**src/rtl/wavetable_voice_mixer_top_defines.svh**
```systemverilog
// Assertion macros shared by the wavetable voice mixer RTL.
`ifndef WAVETABLE_VOICE_MIXER_TOP_DEFINES_SVH
`define WAVETABLE_VOICE_MIXER_TOP_DEFINES_SVH

// Same-cycle implication, disabled while reset is high.
`define WVM_ASSERT_NOW(label, clk, rst, ante, cons, msg) \
   label: assert property (@(posedge clk) disable iff (rst) (ante) |-> (cons)) \
      else $error(msg);

// Next-cycle implication, disabled while reset is high.
`define WVM_ASSERT_NEXT(label, clk, rst, ante, cons, msg) \
   label: assert property (@(posedge clk) disable iff (rst) (ante) |=> (cons)) \
      else $error(msg);

`endif

```
**src/rtl/wvm_pkg.sv**
```systemverilog
// Shared constants and types for the wavetable voice mixer.
`timescale 1ns / 1ps
package wvm_pkg;

   localparam int VOICE_COUNT_DEF      = 16;
   localparam int SAMPLE_ADDR_BITS_DEF = 16;
   localparam int STEP_BITS_DEF        = 20;

   // Request modes
   localparam logic [1:0] MODE_SAMPLE_WRITE = 2'd0;
   localparam logic [1:0] MODE_VOICE_WRITE  = 2'd1;
   localparam logic [1:0] MODE_MIX          = 2'd2;

   // Voice field codes
   localparam logic [2:0] FIELD_START    = 3'd0;
   localparam logic [2:0] FIELD_LENGTH   = 3'd1;
   localparam logic [2:0] FIELD_LOOP     = 3'd2;
   localparam logic [2:0] FIELD_STEP     = 3'd3;
   localparam logic [2:0] FIELD_VOLUME   = 3'd4;
   localparam logic [2:0] FIELD_POSITION = 3'd5;
   localparam logic [2:0] FIELD_ENABLE   = 3'd6;

   localparam logic [5:0]  VOLUME_MAX  = 6'd63;
   localparam logic [16:0] POS_MAX     = 17'h1FFFF;
   localparam logic [7:0]  SAMPLE_ZERO = 8'h80;
   localparam logic [7:0]  OUT_MIN     = 8'h00;
   localparam logic [7:0]  OUT_MAX     = 8'hFF;
   localparam int          FRAC_BITS   = 16;
   localparam int          MIX_SHIFT   = 8;
   localparam int          PROD_BITS   = 15;

   typedef struct packed {
      logic clear;   // zero the accumulator at mix start
      logic issue;   // one voice enters the datapath this cycle
   } mix_ctl_type;

endpackage

```
**src/rtl/wvm_voice_file.sv**
```systemverilog
// Voice state registers: field writes from requests and phase write-back from the mixer.
`timescale 1ns / 1ps
module wvm_voice_file
   import wvm_pkg::*;
#(
   parameter int VOICE_COUNT      = VOICE_COUNT_DEF,
   parameter int SAMPLE_ADDR_BITS = SAMPLE_ADDR_BITS_DEF,
   parameter int STEP_BITS        = STEP_BITS_DEF,
   localparam int VI = (VOICE_COUNT > 1) ? $clog2(VOICE_COUNT) : 1
) (
   input  logic                        clock,
   input  logic                        reset,
   input  logic                        wr_en,
   input  logic [VI-1:0]               wr_idx,
   input  logic [2:0]                  wr_field,
   input  logic [19:0]                 wr_value,
   input  logic                        wb_valid,
   input  logic [VI-1:0]               wb_idx,
   input  logic [16:0]                 wb_position,
   input  logic [15:0]                 wb_fraction,
   input  logic                        wb_enabled,
   input  logic [VI-1:0]               rd_idx,
   output logic [SAMPLE_ADDR_BITS-1:0] rd_start,
   output logic [15:0]                 rd_length,
   output logic [15:0]                 rd_loop,
   output logic [STEP_BITS-1:0]        rd_step,
   output logic [5:0]                  rd_volume,
   output logic [16:0]                 rd_position,
   output logic [15:0]                 rd_fraction,
   output logic                        rd_enabled
);

   logic [SAMPLE_ADDR_BITS-1:0] start_ff    [VOICE_COUNT];
   logic [15:0]                 length_ff   [VOICE_COUNT];
   logic [15:0]                 loop_ff     [VOICE_COUNT];
   logic [STEP_BITS-1:0]        step_ff     [VOICE_COUNT];
   logic [5:0]                  volume_ff   [VOICE_COUNT];
   logic [16:0]                 position_ff [VOICE_COUNT];
   logic [15:0]                 fraction_ff [VOICE_COUNT];
   logic [VOICE_COUNT-1:0]      enabled_ff;

   always_ff @(posedge clock) begin
      if (reset) begin
         for (int i = 0; i < VOICE_COUNT; i++) begin
            start_ff[i]    <= '0;
            length_ff[i]   <= '0;
            loop_ff[i]     <= '0;
            step_ff[i]     <= '0;
            volume_ff[i]   <= '0;
            position_ff[i] <= '0;
            fraction_ff[i] <= '0;
         end
         enabled_ff <= '0;
      end else if (wb_valid) begin
         position_ff[wb_idx] <= wb_position;
         fraction_ff[wb_idx] <= wb_fraction;
         enabled_ff[wb_idx]  <= wb_enabled;
      end else if (wr_en) begin
         unique case (wr_field)
            FIELD_START:    start_ff[wr_idx]    <= SAMPLE_ADDR_BITS'(wr_value);
            FIELD_LENGTH:   length_ff[wr_idx]   <= wr_value[15:0];
            FIELD_LOOP:     loop_ff[wr_idx]     <= wr_value[15:0];
            FIELD_STEP:     step_ff[wr_idx]     <= STEP_BITS'(wr_value);
            FIELD_VOLUME:   volume_ff[wr_idx]   <= (wr_value > 20'(VOLUME_MAX)) ?
                                                   VOLUME_MAX : wr_value[5:0];
            FIELD_POSITION: position_ff[wr_idx] <= wr_value[16:0];
            FIELD_ENABLE:   enabled_ff[wr_idx]  <= wr_value[0];
            default: ;
         endcase
      end
   end

   assign rd_start    = start_ff[rd_idx];
   assign rd_length   = length_ff[rd_idx];
   assign rd_loop     = loop_ff[rd_idx];
   assign rd_step     = step_ff[rd_idx];
   assign rd_volume   = volume_ff[rd_idx];
   assign rd_position = position_ff[rd_idx];
   assign rd_fraction = fraction_ff[rd_idx];
   assign rd_enabled  = enabled_ff[rd_idx];

endmodule

```
**config.mk**
```make
export PLATFORM = sky130hd
export DESIGN_NAME = wvm_voice_file
export DESIGN_NICKNAME = d
export VERILOG_FILES = /design/src/rtl/wavetable_voice_mixer_top_defines.svh /design/src/rtl/wvm_pkg.sv /design/src/rtl/wvm_voice_file.sv
export SDC_FILE = /design/constraint.sdc
export NUM_CORES = 2
export LEC_CHECK = 0
export BUFFER_PORTS_ARGS = -buffer_cell sky130_fd_sc_hd__buf_2
export CORE_UTILIZATION = 62
export DETAILED_ROUTE_END_ITERATION = 12
export HOLD_SLACK_MARGIN = 0.03
export PLACE_DENSITY = 0.79
export SETUP_SLACK_MARGIN = 0.4
export SYNTH_ARGS = -nofsm -noshare
export SYNTH_HDL_FRONTEND = slang
export SYNTH_SLANG_ARGS = --single-unit
```
**constraint.sdc**
```tcl
create_clock -name clock -period 3.6 [get_ports clock]
set_input_delay 0 -clock clock [delete_from_list [all_inputs] [get_ports clock]]
set_output_delay 0 -clock clock [all_outputs]
set_load 0.005 [all_outputs]
```
### Word-level counts from Yosys, hierarchy flattened

Memory sizes are Yosys's and may differ from the RTL's.
Cells that the tools add are included.

* latch bits: 0
* bits of input ports: 73
* memories kept: 7
* ROM bits: 0
* register bits: 16
* RAM bits: 1712
* output and inout port bits: 108
* logic and storage cells: 105

Memories
* step_ff: depth 16, width 20, read ports 1, clocked after Yosys merged registers in 0, wr ports 16, RTL line wvm_voice_file.sv:36 `logic [STEP_BITS-1:0] step_ff [VOICE_COUNT];`
* position_ff: depth 16, width 17, read ports 1, clocked after Yosys merged registers in 0, wr ports 16, RTL line wvm_voice_file.sv:38 `logic [16:0] position_ff [VOICE_COUNT];`
* fraction_ff: depth 16, width 16, read ports 1, clocked after Yosys merged registers in 0, wr ports 16, RTL line wvm_voice_file.sv:39 `logic [15:0] fraction_ff [VOICE_COUNT];`
* length_ff: depth 16, width 16, read ports 1, clocked after Yosys merged registers in 0, wr ports 16, RTL line wvm_voice_file.sv:34 `logic [15:0] length_ff [VOICE_COUNT];`
* loop_ff: depth 16, width 16, read ports 1, clocked after Yosys merged registers in 0, wr ports 16, RTL line wvm_voice_file.sv:35 `logic [15:0] loop_ff [VOICE_COUNT];`
* start_ff: depth 16, width 16, read ports 1, clocked after Yosys merged registers in 0, wr ports 16, RTL line wvm_voice_file.sv:33 `logic [SAMPLE_ADDR_BITS-1:0] start_ff [VOICE_COUNT];`
* 1 more memories

* muxes and demuxes: 71
* $lt $le $gt $ge: 6
* shift-type cells: 0
* reduce and logical (&&, ||, !) cells: 14
* bitwise operators: 0
* add/subtract/negate cells: 0
* multipliers: 0
* equality and inequality tests: 6
* divide/modulo/power cells: 0

Operators with widths (number)
* $mux W16: 7
* $reduce_or A16 Y1: 4
* $mux W1: 46
* $mux W17: 2
* $reduce_or A17 Y1: 2
* $bwmux W16: 2
* $mux W4: 8
* $gt A20 B6 Y1 const B: 1
* $mux W20: 1
* $reduce_or A20 Y1: 1
* $lt A4 B5 Y1 const B: 3
* $mux W6: 2
* $eq A3 B3 Y1 const B: 3
* $demux W1 S4: 2
* $ge A4 B1 Y1 const B: 2
* $eq A3 B2 Y1 const B: 2
* $reduce_or A6 Y1: 1
* $bmux W1 S4: 1
* $reduce_bool A2 Y1: 2
* $eq A3 B1 Y1 const B: 1
* $logic_not A3 Y1: 1
* $logic_and A1 B1 Y1: 2
* $reduce_and A2 Y1: 1

### Depth between registers and ports, before layout

* depth in word-level cells: 8
* depth in mapped cells: 8
* depth with buffers taken out: 4

### Worst setup path after synthesis

No wires, ideal clock.

* path kind: in2reg
* start: input port reset
* end: memory step_ff[0][0] (netlist bit), enable pin
* required time: 3.175 ns
* stages on the path: 6
* path slack: 0.790 ns
* setup time: 0.425 ns
* path buffers: 3
* arrival time: 2.385 ns
* cell sequence: buf_2 -> and4bb_2 -> nand2_1 -> clkbuf_1 -> clkbuf_1 -> o21ai_0

RTL lines
* from (decl): RTL line wvm_voice_file.sv:12 `input logic reset,`
* to (decl): RTL line wvm_voice_file.sv:36

==> qor.txt <==
TNS Setup = 0 ps
Max Root-Sink Buffers = 3
dpl cell area = 80,900 um^2
Final ANT Viol Nets = 0
worst rel slew slack = 0.228
final wirelength = 195,000 um
Clock Latency Late Sink = 770 ps
share of cells above drive strength 1 = 0.214
clock transition at the registers of the reported paths = 60 ps
status = finished, final reports clean
Final HPWL DP = 118,000 um
Rows = 129
post-CTS setup buffer count = 0
IO Pins = 181
period utilization = 0.851
# nets final = 5,340
final routed DRC violation total = 0
Tightest Pin Transition = 1150 ps
die footprint = 127,000 um^2
GP Congestion = 0.900
H-tree depth = 4
P&R area growth vs syn = 11.5%
vias post-DR = 45,400
buffers added on ports = 180
Hold WC Path Type = input pin to flip-flop
prevailing post-synth register cell = edfxtp_1
Synth Area per Inst = 15.3 um^2
f_max = 0.326 GHz
Via density = 6.44
Req. time, crit path = 4140 ps
Setup CP Type = input pin to flip-flop
Starting Density = 0.628
clock root buffer = clkbuf_16
Critical Path AT = 3600 ps
Period minus WS final = 3060 ps
dpl ws = 604 ps
critical path peak fanout = 21
post-synth design cell area = 77,900 um^2
P per Cell Area = 500 nW/um^2
CP most frequent cell = dlygate4sd3_1
syn nets = 5,160
Buffers & Inverters on Critical Path = 3
CTS tree = done
Core Util, Final = 0.700
CTS sink cnt = 1,728
GRT Util Overall = 0.312
total chip power = 0.0434 W
Design Area, Final = 86,800 um^2
Critical Path End Type = flip-flop
Max-Cap Viols = 0
crit-path max cell delay = 900 ps
RSZ-0062 raised after global routing = false
Synth Warn # = 0
DRT iter0 DRCs = 6,401
Pins Over Slew Limit = 0
EDFF count, synth = 1,712
total CTS buffers = 169
Yosys cell types = 63
GRT overflow = 0
Seq cells post-synth = 1,728
largest net degree at the start of global routing = 109
Die H = 356 um
core footprint = 124,000 um^2
final-report setup violation count = 0
Final Hold Fails = 0
Worst path slowest cell = mux2i_2
vias in the first global route = 45,700
First-pass DRT Iterations = 6
clock skew = 0 ps
Leakage = 30.2 nW
CP Launch Type = input pin
family with the most delay on the worst path = buffers and inverters
CP cell instances = dlygate4sd3_1 -> buf_2 -> nand4bb_2 -> nand2b_2 -> mux2i_2 -> nor2_1 -> dlygate4sd3_1
die width = 356 um
final setup margin = 535 ps
asr flop ratio synth = 0
VDD IR-drop max = 0.374 mV
Routed WL per cell = 27.7 um
Gate Count Post-Synth = 5,087
first-pass GRT wire length = 289,000 um
initial antenna violation count = 10
register area share after synthesis = 0.664
-- state kept, by name, indices dropped and copies added, names as in the netlist --
name / cells
enabled_ff: 16
length_ff: 256
step_ff: 320
volume_ff: 96
start_ff: 256
loop_ff: 256
position_ff: 272
fraction_ff: 256
-- cell usage in the layout (no fill, tap or decap), types with 5 or more instances in the layout --
| cell | instances |
|---|---|
| mux4_2 | 432 |
| o22ai_1 | 14 |
| clkbuf_16 | 172 |
| a21oi_1 | 19 |
| a31oi_2 | 13 |
| dlygate4sd3_1 | 79 |
| dfxtp_1 | 16 |
| buf_4 | 202 |
| mux2i_2 | 5 |
| clkinv_2 | 24 |
| nor2_4 | 6 |
| o21ai_2 | 16 |
| clkbuf_1 | 41 |
| buf_12 | 22 |
| nor2_2 | 28 |
| a22oi_1 | 219 |
| inv_6 | 7 |
| bufinv_16 | 6 |
| diode_2 | 5 |
| nand2_1 | 160 |
| o21ai_1 | 65 |
| nor2_1 | 446 |
| buf_2 | 178 |
| nand2b_1 | 18 |
| edfxtp_1 | 1712 |
| clkinv_1 | 48 |
| a311oi_1 | 10 |
| and2_1 | 1345 |
| nand4_1 | 6 |
| mux2i_4 | 12 |
-- layer usage --
layer,vias up,part of all wire,track usage
met5,-,0.000067,0
met4,2,0.038,0.122
met3,416,0.11,0.0588
met2,2841,0.48,0.496
met1,22900,0.37,0.433
li1,19200,-,-
-- Yosys cell counts, drive strengths merged, types with 3 or more instances --
master      n  share of area
buf       133         0.0089
o22ai      14         0.0011
nand4bb     4        0.00064
nor2b       5        0.00040
edfxtp   1712           0.66
clkbuf    341          0.016
nor3        4        0.00039
nand3       4        0.00032
nor2      480          0.025
mux4      432           0.12
mux2i      18         0.0043
nand4b      3        0.00042
o311a       4        0.00051
nand4       7        0.00064
a311oi     10         0.0011
inv         3        0.00014
dfxtp      16         0.0041
a31oi      13         0.0021
and2     1346           0.11
nor4        5        0.00048
a21oi      22         0.0016
or2         8        0.00064
o21bai      4        0.00039
nand2b     19         0.0015
o21ai      81         0.0052
nand2     160         0.0077
a22oi     219          0.021
-- kinds of logic after synthesis --
kind of cell           after synthesis  synth area share
AOI/OAI and AO/OA                  377            0.0343
buffers and inverters              478            0.0256
DFF                               1728             0.664
muxes                              450             0.129
and+or+nand+nor                   2054             0.147
-- worst min-delay path, delay by kind of cell --
kind / cells / cell delay [ps]
buffers and inverters: 2 / 430
AND/OR/NAND/NOR: 1 / 260
-- area by class of cell --
type,instances,area [um^2]
antenna,5,12.5
tap,1637,2050
timing repair buffer,483,3670
inverter,4,17.5
fill,7565,37300
multi-input combinational,2881,24300
clock buffer,213,4460
clock inverter,91,613
sequential,1728,51700
-- timing repair --
action | in CTS | in global routing
gates resized for setup | 0 | 2
endpoints found under the hold margin | 690 | 0
setup endpoints to repair | 0 | 2
hold buffers | 79 | 0
-- where the power goes --
| part | switching (W) | total [W] | internal [W] |
|---|---|---|---|
| clock | 0.00735 | 0.0165 | 0.00918 |
| sequential | 0.000298 | 0.0234 | 0.0231 |
| combinational | 0.00209 | 0.00343 | 0.00134 |
| total | 0.00974 | 0.0434 | 0.0336 |
-- metrics by stage --
stage | instances | hold WS, ps
3_3_place_gp | 6654 | 340
3_5_place_dp | 6654 | 347
6_report | 7042 | 88.5
4_1_cts | 7037 | 43.2
5_1_grt | 7041 | 94.3
2_1_floorplan | 5087 | 183
-- final timing paths --
kind,startpoint,end,slack [ps],depth (start not counted)
setup / recovery,reset,position_ff[2][4],540,7
hold / removal,wr_value[14],length_ff[9][14],90,3
setup reg to reg,enabled_ff[10],enabled_ff[10],1790,4
hold reg to reg,enabled_ff[0],enabled_ff[0],540,2
(Power assumes the default switching activity.)
