$ cat src/rtl/wavetable_voice_mixer_top_defines.svh
// Assertion macros shared by the wavetable voice mixer RTL.
`ifndef WAVETABLE_VOICE_MIXER_TOP_DEFINES_SVH
`define WAVETABLE_VOICE_MIXER_TOP_DEFINES_SVH

// Same-cycle implication, disabled while reset is high.
`define WVM_ASSERT_NOW(label, clk, rst, ante, cons, msg) \
   label: assert property (@(posedge clk) disable iff (rst) (ante) |-> (cons)) \
      else $error(msg);

// Next-cycle implication, disabled while reset is high.
`define WVM_ASSERT_NEXT(label, clk, rst, ante, cons, msg) \
   label: assert property (@(posedge clk) disable iff (rst) (ante) |=> (cons)) \
      else $error(msg);

`endif

$ cat src/rtl/wvm_pkg.sv
// Shared constants and types for the wavetable voice mixer.
`timescale 1ns / 1ps
package wvm_pkg;

   localparam int VOICE_COUNT_DEF      = 16;
   localparam int SAMPLE_ADDR_BITS_DEF = 16;
   localparam int STEP_BITS_DEF        = 20;

   // Request modes
   localparam logic [1:0] MODE_SAMPLE_WRITE = 2'd0;
   localparam logic [1:0] MODE_VOICE_WRITE  = 2'd1;
   localparam logic [1:0] MODE_MIX          = 2'd2;

   // Voice field codes
   localparam logic [2:0] FIELD_START    = 3'd0;
   localparam logic [2:0] FIELD_LENGTH   = 3'd1;
   localparam logic [2:0] FIELD_LOOP     = 3'd2;
   localparam logic [2:0] FIELD_STEP     = 3'd3;
   localparam logic [2:0] FIELD_VOLUME   = 3'd4;
   localparam logic [2:0] FIELD_POSITION = 3'd5;
   localparam logic [2:0] FIELD_ENABLE   = 3'd6;

   localparam logic [5:0]  VOLUME_MAX  = 6'd63;
   localparam logic [16:0] POS_MAX     = 17'h1FFFF;
   localparam logic [7:0]  SAMPLE_ZERO = 8'h80;
   localparam logic [7:0]  OUT_MIN     = 8'h00;
   localparam logic [7:0]  OUT_MAX     = 8'hFF;
   localparam int          FRAC_BITS   = 16;
   localparam int          MIX_SHIFT   = 8;
   localparam int          PROD_BITS   = 15;

   typedef struct packed {
      logic clear;   // zero the accumulator at mix start
      logic issue;   // one voice enters the datapath this cycle
   } mix_ctl_type;

endpackage

$ cat src/rtl/wvm_mix_unit.sv
// Shared per-voice datapath: fetch, scale, phase advance, end check, accumulate, finalize.
`timescale 1ns / 1ps
module wvm_mix_unit
   import wvm_pkg::*;
#(
   parameter int VOICE_COUNT      = VOICE_COUNT_DEF,
   parameter int SAMPLE_ADDR_BITS = SAMPLE_ADDR_BITS_DEF,
   parameter int STEP_BITS        = STEP_BITS_DEF,
   localparam int VI = (VOICE_COUNT > 1) ? $clog2(VOICE_COUNT) : 1
) (
   input  logic                        clock,
   input  logic                        reset,
   input  mix_ctl_type                 ctl,
   input  logic [VI-1:0]               issue_idx,
   input  logic [SAMPLE_ADDR_BITS-1:0] v_start,
   input  logic [15:0]                 v_length,
   input  logic [15:0]                 v_loop,
   input  logic [STEP_BITS-1:0]        v_step,
   input  logic [5:0]                  v_volume,
   input  logic [16:0]                 v_position,
   input  logic [15:0]                 v_fraction,
   input  logic                        v_enabled,
   output logic [SAMPLE_ADDR_BITS-1:0] ram_rd_addr,
   input  logic [7:0]                  ram_rd_data,
   output logic                        wb_valid,
   output logic [VI-1:0]               wb_idx,
   output logic [16:0]                 wb_position,
   output logic [15:0]                 wb_fraction,
   output logic                        wb_enabled,
   output logic                        pipe_busy,
   output logic [7:0]                  mix_sample
);

   localparam int SUM_BITS = PROD_BITS + $clog2(VOICE_COUNT) + 1;
   localparam logic signed [SUM_BITS:0] HALF_LSB  = (SUM_BITS+1)'(SAMPLE_ZERO);
   localparam logic signed [SUM_BITS:0] OUT_BIAS  = (SUM_BITS+1)'(SAMPLE_ZERO);
   localparam logic signed [SUM_BITS:0] CLAMP_HI  = (SUM_BITS+1)'(OUT_MAX);

   // Stage 1: fetch issued, fraction advanced
   logic                 s1_valid_ff;
   logic [VI-1:0]        s1_idx_ff;
   logic                 s1_en_ff;
   logic [5:0]           s1_vol_ff;
   logic [16:0]          s1_pos_ff;
   logic [STEP_BITS:0]   s1_acc_ff;
   logic [15:0]          s1_length_ff;
   logic [15:0]          s1_loop_ff;

   // Stage 2: product and advanced position
   logic                        s2_valid_ff;
   logic [VI-1:0]               s2_idx_ff;
   logic                        s2_en_ff;
   logic [16:0]                 s2_pos_ff;
   logic [15:0]                 s2_frac_ff;
   logic [15:0]                 s2_length_ff;
   logic [15:0]                 s2_loop_ff;
   logic signed [PROD_BITS-1:0] s2_prod_ff;

   logic signed [SUM_BITS-1:0] sum_ff;

   logic [STEP_BITS:0]          acc_in;
   logic [17:0]                 pos_sum;
   logic [16:0]                 pos_adv;
   logic signed [6:0]           vol_s;
   logic signed [7:0]           smp_s;
   logic signed [PROD_BITS-1:0] prod_raw;
   logic signed [PROD_BITS-1:0] prod_in;
   logic                        at_end;
   logic [16:0]                 pos_wrap;
   logic signed [SUM_BITS:0]    rnd;
   logic signed [SUM_BITS:0]    shf;
   logic signed [SUM_BITS:0]    base;

   // Stage 0: address the sample and add the step to the fraction
   assign ram_rd_addr = v_start + SAMPLE_ADDR_BITS'(v_position);
   assign acc_in      = (STEP_BITS+1)'(v_fraction) + (STEP_BITS+1)'(v_step);

   always_ff @(posedge clock) begin
      if (reset) begin
         s1_valid_ff <= 1'b0;
      end else begin
         s1_valid_ff <= ctl.issue;
      end
   end

   always_ff @(posedge clock) begin
      s1_idx_ff    <= issue_idx;
      s1_en_ff     <= v_enabled;
      s1_vol_ff    <= v_volume;
      s1_pos_ff    <= v_position;
      s1_acc_ff    <= acc_in;
      s1_length_ff <= v_length;
      s1_loop_ff   <= v_loop;
   end

   // Stage 1: carry into position (saturating) and scale the sample
   assign pos_sum  = {1'b0, s1_pos_ff} + 18'(s1_acc_ff[STEP_BITS:FRAC_BITS]);
   assign pos_adv  = pos_sum[17] ? POS_MAX : pos_sum[16:0];
   assign vol_s    = $signed({1'b0, s1_vol_ff});
   assign smp_s    = $signed({~ram_rd_data[7], ram_rd_data[6:0]});
   // Keep the multiply in a signed context of its own
   assign prod_raw = vol_s * smp_s;
   assign prod_in  = s1_en_ff ? prod_raw : '0;

   always_ff @(posedge clock) begin
      if (reset) begin
         s2_valid_ff <= 1'b0;
      end else begin
         s2_valid_ff <= s1_valid_ff;
      end
   end

   always_ff @(posedge clock) begin
      s2_idx_ff    <= s1_idx_ff;
      s2_en_ff     <= s1_en_ff;
      s2_pos_ff    <= pos_adv;
      s2_frac_ff   <= s1_acc_ff[FRAC_BITS-1:0];
      s2_length_ff <= s1_length_ff;
      s2_loop_ff   <= s1_loop_ff;
      s2_prod_ff   <= prod_in;
   end

   // Stage 2: end of sample, loop or stop, then write back
   assign at_end   = s2_pos_ff >= 17'(s2_length_ff);
   assign pos_wrap = (17'(s2_loop_ff) > s2_pos_ff) ? '0 : s2_pos_ff - 17'(s2_loop_ff);

   always_comb begin
      wb_position = s2_pos_ff;
      wb_enabled  = 1'b1;
      if (at_end) begin
         if (s2_loop_ff == '0) begin
            wb_enabled = 1'b0;
         end else begin
            wb_position = pos_wrap;
         end
      end
   end

   assign wb_valid    = s2_valid_ff & s2_en_ff;
   assign wb_idx      = s2_idx_ff;
   assign wb_fraction = s2_frac_ff;
   assign pipe_busy   = s1_valid_ff | s2_valid_ff;

   always_ff @(posedge clock) begin
      if (ctl.clear) begin
         sum_ff <= '0;
      end else if (s2_valid_ff) begin
         sum_ff <= sum_ff + SUM_BITS'(s2_prod_ff);
      end
   end

   // Round to nearest, floor-shift, recenter and clamp
   always_comb begin
      rnd = $signed({sum_ff[SUM_BITS-1], sum_ff}) + HALF_LSB;
      shf = rnd >>> MIX_SHIFT;
      base = shf + OUT_BIAS;
      if (base[SUM_BITS]) begin
         mix_sample = OUT_MIN;
      end else if (base > CLAMP_HI) begin
         mix_sample = OUT_MAX;
      end else begin
         mix_sample = base[7:0];
      end
   end

endmodule

$ cat config.mk
export PLATFORM = sky130hd
export DESIGN_NAME = wvm_mix_unit
export DESIGN_NICKNAME = d
export VERILOG_FILES = /design/src/rtl/wavetable_voice_mixer_top_defines.svh /design/src/rtl/wvm_pkg.sv /design/src/rtl/wvm_mix_unit.sv
export SDC_FILE = /design/constraint.sdc
export NUM_CORES = 1
export LEC_CHECK = 0
export BUFFER_PORTS_ARGS = -buffer_cell sky130_fd_sc_hd__buf_2
export CAP_MARGIN = 10
export CORE_MARGIN = 2
export CORE_UTILIZATION = 40
export DETAILED_ROUTE_END_ITERATION = 6
export SYNTH_ARGS = -nofsm -noshare
export SYNTH_HDL_FRONTEND = slang
export SYNTH_SLANG_ARGS = --single-unit
$ cat constraint.sdc
create_clock -name clock -period 4.95 [get_ports clock]
set_input_delay 0 -clock clock [delete_from_list [all_inputs] [get_ports clock]]
set_output_delay 0 -clock clock [all_outputs]
set_load 0.03 [all_outputs]
# After elaboration in Yosys (flattened, before gate mapping)
# Index checks and enable logic that the tools add are counted.
[op_classes]
add_sub_neg = 7
mul = 1
n_div = 0
n_lt_le_gt_ge = 3
n_eq_ne = 0
shifts = 0
mux = 7
n_bitwise = 3
reduce_logical = 1
[op_table]
columns = ["operator", "n"]
rows = [
  ["$mux 17", 3],
  ["$add 16x20->21", 1],
  ["$add 20x9->21 const B", 1],
  ["$add 20x15->20", 1],
  ["$add 17x5->18", 1],
  ["$ge 17x16->1", 1],
  ["$gt 16x17->1", 1],
  ["$sub 17x16->17", 1],
  ["$add 16x16->16", 1],
  ["$logic_not 16->1", 1],
  ["$mux 8", 2],
  ["$mul 7x8->15", 1],
  ["$add 13x9->14 const B", 1],
  ["$gt 14x9->1 const B", 1],
  ["$mux 1", 2],
  ["$and 1x1->1", 1],
  ["$not 1->1", 1],
  ["$or 1x1->1", 1],
]
[word_totals]
register_bits = 188
latchBits = 0
ramBits = 0
romBits = 0
output_inout_bits = 64
wordCells = 39
memories = 0

# Depth between registers and ports, before layout
[logic_depth]
depth_word = 5
depth_mapped = 18

# Worst setup path after synthesis
# Ideal clock, no wire load.
[synth_path]
path_kind = "register to register"
start = "register s1_vol_ff[1]"
end = "register s2_prod_ff[14]"
t_arrival_ns = 4.345
path_slack_ns = 0.490
stages_incl_launch_ff = 19
path_cell_list = "dfxtp_1 > nor2b_1 > inv_1 > fa_1 > inv_1 > fa_1 > fa_1 > inv_1 > fa_1 > inv_1 > ha_1 > a21o_1 > a21o_1 > a21oi_1 > nor2_1 > nor2_1 > o31ai_1 > xnor2_1 > and2_1"
[synth_via]
elab_chain_cells = 1
[synth_lines]
columns = ["item", "line", "rtl"]
rows = [
  ["start, declared", "wvm_mix_unit.sv:43", "logic [5:0] s1_vol_ff;"],
  ["start signal, assigned", "wvm_mix_unit.sv:89", "s1_vol_ff <= v_volume;"],
  ["$mul 7x8->15", "wvm_mix_unit.sv:102", "assign prod_raw = vol_s * smp_s;"],
  ["end signal, assigned", "wvm_mix_unit.sv:120", "s2_prod_ff <= prod_in;"],
  ["end, declared", "wvm_mix_unit.sv:57", "logic signed [PROD_BITS-1:0] s2_prod_ff;"],
]
# No other way between the ends.
# A chain may end at the register's enable or synchronous reset.

# Worst setup path after layout
# Ends and elaborated chain as after synthesis.

==> metrics <==
storage element area 0.003764 sq mm; synthesized area per cell 9.504 sq um; TritonCTS clock tree done; crit path time final 4.560 ns; final non-filler cell total 1746; via/cell ratio 4.766; hold depth 3; Bufs on Longest Clock Path 2; die area 0.02764 sq mm; Residual DRC 0; CP arrival 4.88 ns; Worst VDD drop 0.2034 mV; Comb pwr share 36.5%; first-pass GRT wire length 38120 um; core area 0.02598 sq mm; Distinct cells, synth 62; largest net degree at the start of global routing 27; port buffer count 187; CP Class reg -> reg; Detailed Routing Iterations Pass 1 6; fin crit share 92.13%; FF-to-FF path depth 18; Max-cap violations 0; Critical Path End Type flop; TritonCTS buffer count 17; H-Tree Depth 4; share of cells above drive strength 1 16.96%; gr ovfl total 0; Cell Area, Placed 0.01184 sq mm; Synth area leaders dfxtp_1 36%, ha_1 14%, fa_1 7.6%; number of cell rows 59; Num Clock Sinks 188; Post-Syn Area 0.01053 sq mm; Finished Core Util 51.55%; flops & latches, synth 188; area grow syn2layout 27.21%; GPL Wtd Cong 0.8463; Synth Warn # 0; worst skew pair latency 0.42 ns; status finished clean; Clock Skews 0.01312 ns; Cells after Synth 1108; GRT Overall Usage 16.54%; Hold WS 0.02309 ns; Hold Fails Final Rpt 0; RSZ-0062 raised after global routing no; Iter 0 DRT Violations 307; Pins Over Slew Limit 0; Sw Share 35.01%; reg2reg end s2_prod_ff[14]; Worst-Margin Slew 0.7554 ns; Final Instance Area 0.01340 sq mm; R2R setup slack 0.39 ns; WL final 22660 um; EDFF count, synth 0; pwr/cell area 367.9 mW/mm^2; sequential fraction of the synthesis area 35.74%; I/O Pins 188; die width 166.3 um; setup TNS 0 ns; Post-CTS Setup Bufs 0; dpl cells 1617; Async SR Flop Fraction 0%; post_cts resized 0; Crit Path Max Fanout 8; hold path startpoint v_step[14]; Critical Path Source Type flop; Multi-input gate area 0.006241 sq mm; fmax 219.3 MHz; final setup vio count 0; Hold Crit Class in -> reg; area leader, netlist dfxtp_1; root buf cell clkbuf_16; hpwl dp 17180 um; Mapped Nets 1391; Hold EP s1_acc_ff[14]; clock share of power 27.3%; Worst EP required 5.27 ns; Die Y 166.3 um; Yosys top cell area share 35.74%; Slew HR 49.64%; clk slew on worst S/H paths 0.07 ns; Synth Flop Type dfxtp_1; vias in the first global route 8160; Detail Route Antenna Nets 0; Final nets 1680; fill cell count 2452; WL/cell 12.98 um; Flop pwr share 36.2%; Int Pwr 3.203 mW; initial antenna violation count 2; Post-CTS Hold Buffers 96; leakage power 6.424 nW; detailed-route via count 8322; RR Startpoint s1_vol_ff[1]; P_sw 1.725 mW; initial core utilization 40.52%
final cells by class:
type / count / share of cell area [%]
Clock inverter: 13 / 1.121
Antenna cell: 2 / 0.03736
Multi-Input combinational cell: 781 / 46.59
Inverter: 124 / 3.475
Tap cell: 335 / 3.129
Clock buffer: 18 / 3.279
Timing Repair Buffer: 285 / 14.27
Sequential cell: 188 / 28.10
synthesized netlist by cell type, types with 26 or more instances:
library cell and number:
a21oi_1 64, and2_1 52, dfxtp_1 188, fa_1 40
ha_1 119, inv_1 124, nand2_1 61, nand3_1 26
nor2_1 63, o21ai_0 37, xnor2_1 62, xor2_1 28
layer usage:
layer | vias to the layer above | routed length [um] | track usage (%)
met2 | 145 | 10300 | 27.39
met5 | - | 0 | 0
li1 | 4364 | - | -
met3 | 14 | 975 | 3.194
met1 | 3799 | 11200 | 22.24
met4 | 0 | 187 | 4.235
per-stage QoR:
stage	setup WS [ns]	power (mW)
2_1_floorplan	0.4899	3.140
3_3_place_gp	0.4485	3.529
3_5_place_dp	0.3895	3.549
4_1_cts	0.3834	4.990
5_1_grt	0.07214	5.298
6_report	0.3897	4.928
state kept, by name, summed over array words and instances, names as in the netlist:
signal	cells
sum_ff	20
s1_idx_ff	4
s1_pos_ff	17
s1_length_ff	16
wb_fraction	16
s1_en_ff	1
s2_loop_ff	16
s1_loop_ff	16
s2_length_ff	16
s2_en_ff	1
s1_vol_ff	6
s2_prod_ff	15
s2_pos_ff	17
wb_idx	4
s1_acc_ff	21
s1_valid_ff	1
s2_valid_ff	1
worst max-delay path by stage:
stage	start	endpoint	slack, ns	cells past startpoint
after floorplan	s1_vol_ff[1]	s2_prod_ff[14]	0.49	18
after global placement	s1_vol_ff[1]	s2_prod_ff[14]	0.45	18
after detailed placement	s1_vol_ff[1]	s2_prod_ff[14]	0.39	18
after CTS	s1_vol_ff[1]	s2_prod_ff[14]	0.38	18
after global routing	s1_vol_ff[1]	s2_prod_ff[14]	0.07	18
final	s1_vol_ff[1]	s2_prod_ff[14]	0.39	18
cell usage in the layout, fill, tap and decap left out, types with 5 or more instances in the layout:
cell type	n
a22o_1	14
a21oi_1	64
nor3_1	17
a21o_1	18
nor2_1	63
nor2b_1	14
dlygate4sd3_1	96
o211ai_1	7
or2_2	7
o21ai_0	37
dfxtp_1	188
inv_1	124
a31oi_1	8
and2_1	52
xnor2_1	62
o21bai_1	11
clkinv_4	5
xor2_1	28
nand2b_1	14
or3_1	5
fa_1	40
nand2_1	61
ha_1	119
o31ai_1	5
clkbuf_16	17
nor4_1	7
buf_2	187
mux2i_1	18
a211oi_1	9
nand3_1	26
o21a_1	10
nand4_1	9
and3_1	12
cells by family (layout without fill, tap and decap cells):
| logic type | count (synthesis) | after routing | share of synthesized area, % |
|---|---|---|---|
| other cells | 0 | 2 | 0 |
| compound gates | 213 | 213 | 13.39 |
| fa+ha+maj | 159 | 159 | 21.74 |
| buf+inv | 139 | 440 | 4.991 |
| xor+xnor | 90 | 90 | 7.486 |
| mux | 19 | 19 | 1.818 |
| flops | 188 | 188 | 35.74 |
| simple gates | 300 | 300 | 14.83 |
worst max-delay path, cell delays in order, from the launching register on:
cell and delay [ns]:
dfxtp_1 0.43, nor2b_1 0.20, inv_1 0.08, fa_1 0.54
inv_1 0.12, fa_1 0.52, fa_1 0.54, inv_1 0.05
fa_1 0.49, inv_1 0.04, ha_1 0.35, a21o_1 0.22
a21o_1 0.19, a21oi_1 0.19, nor2_1 0.06, nor2_1 0.09
o31ai_1 0.08, xnor2_1 0.13, and2_1 0.16
power by group through the flow:
stage | combinational (mW) | sequential, mW | clock [mW]
3_5_place_dp | 1.73 | 1.82 | 0
3_3_place_gp | 1.71 | 1.82 | 0
5_1_grt | 2.04 | 1.80 | 1.46
6_report | 1.80 | 1.78 | 1.34
2_1_floorplan | 1.30 | 1.84 | 0
4_1_cts | 1.81 | 1.79 | 1.39
No activity file was read; power rests on OpenSTA's default activity.
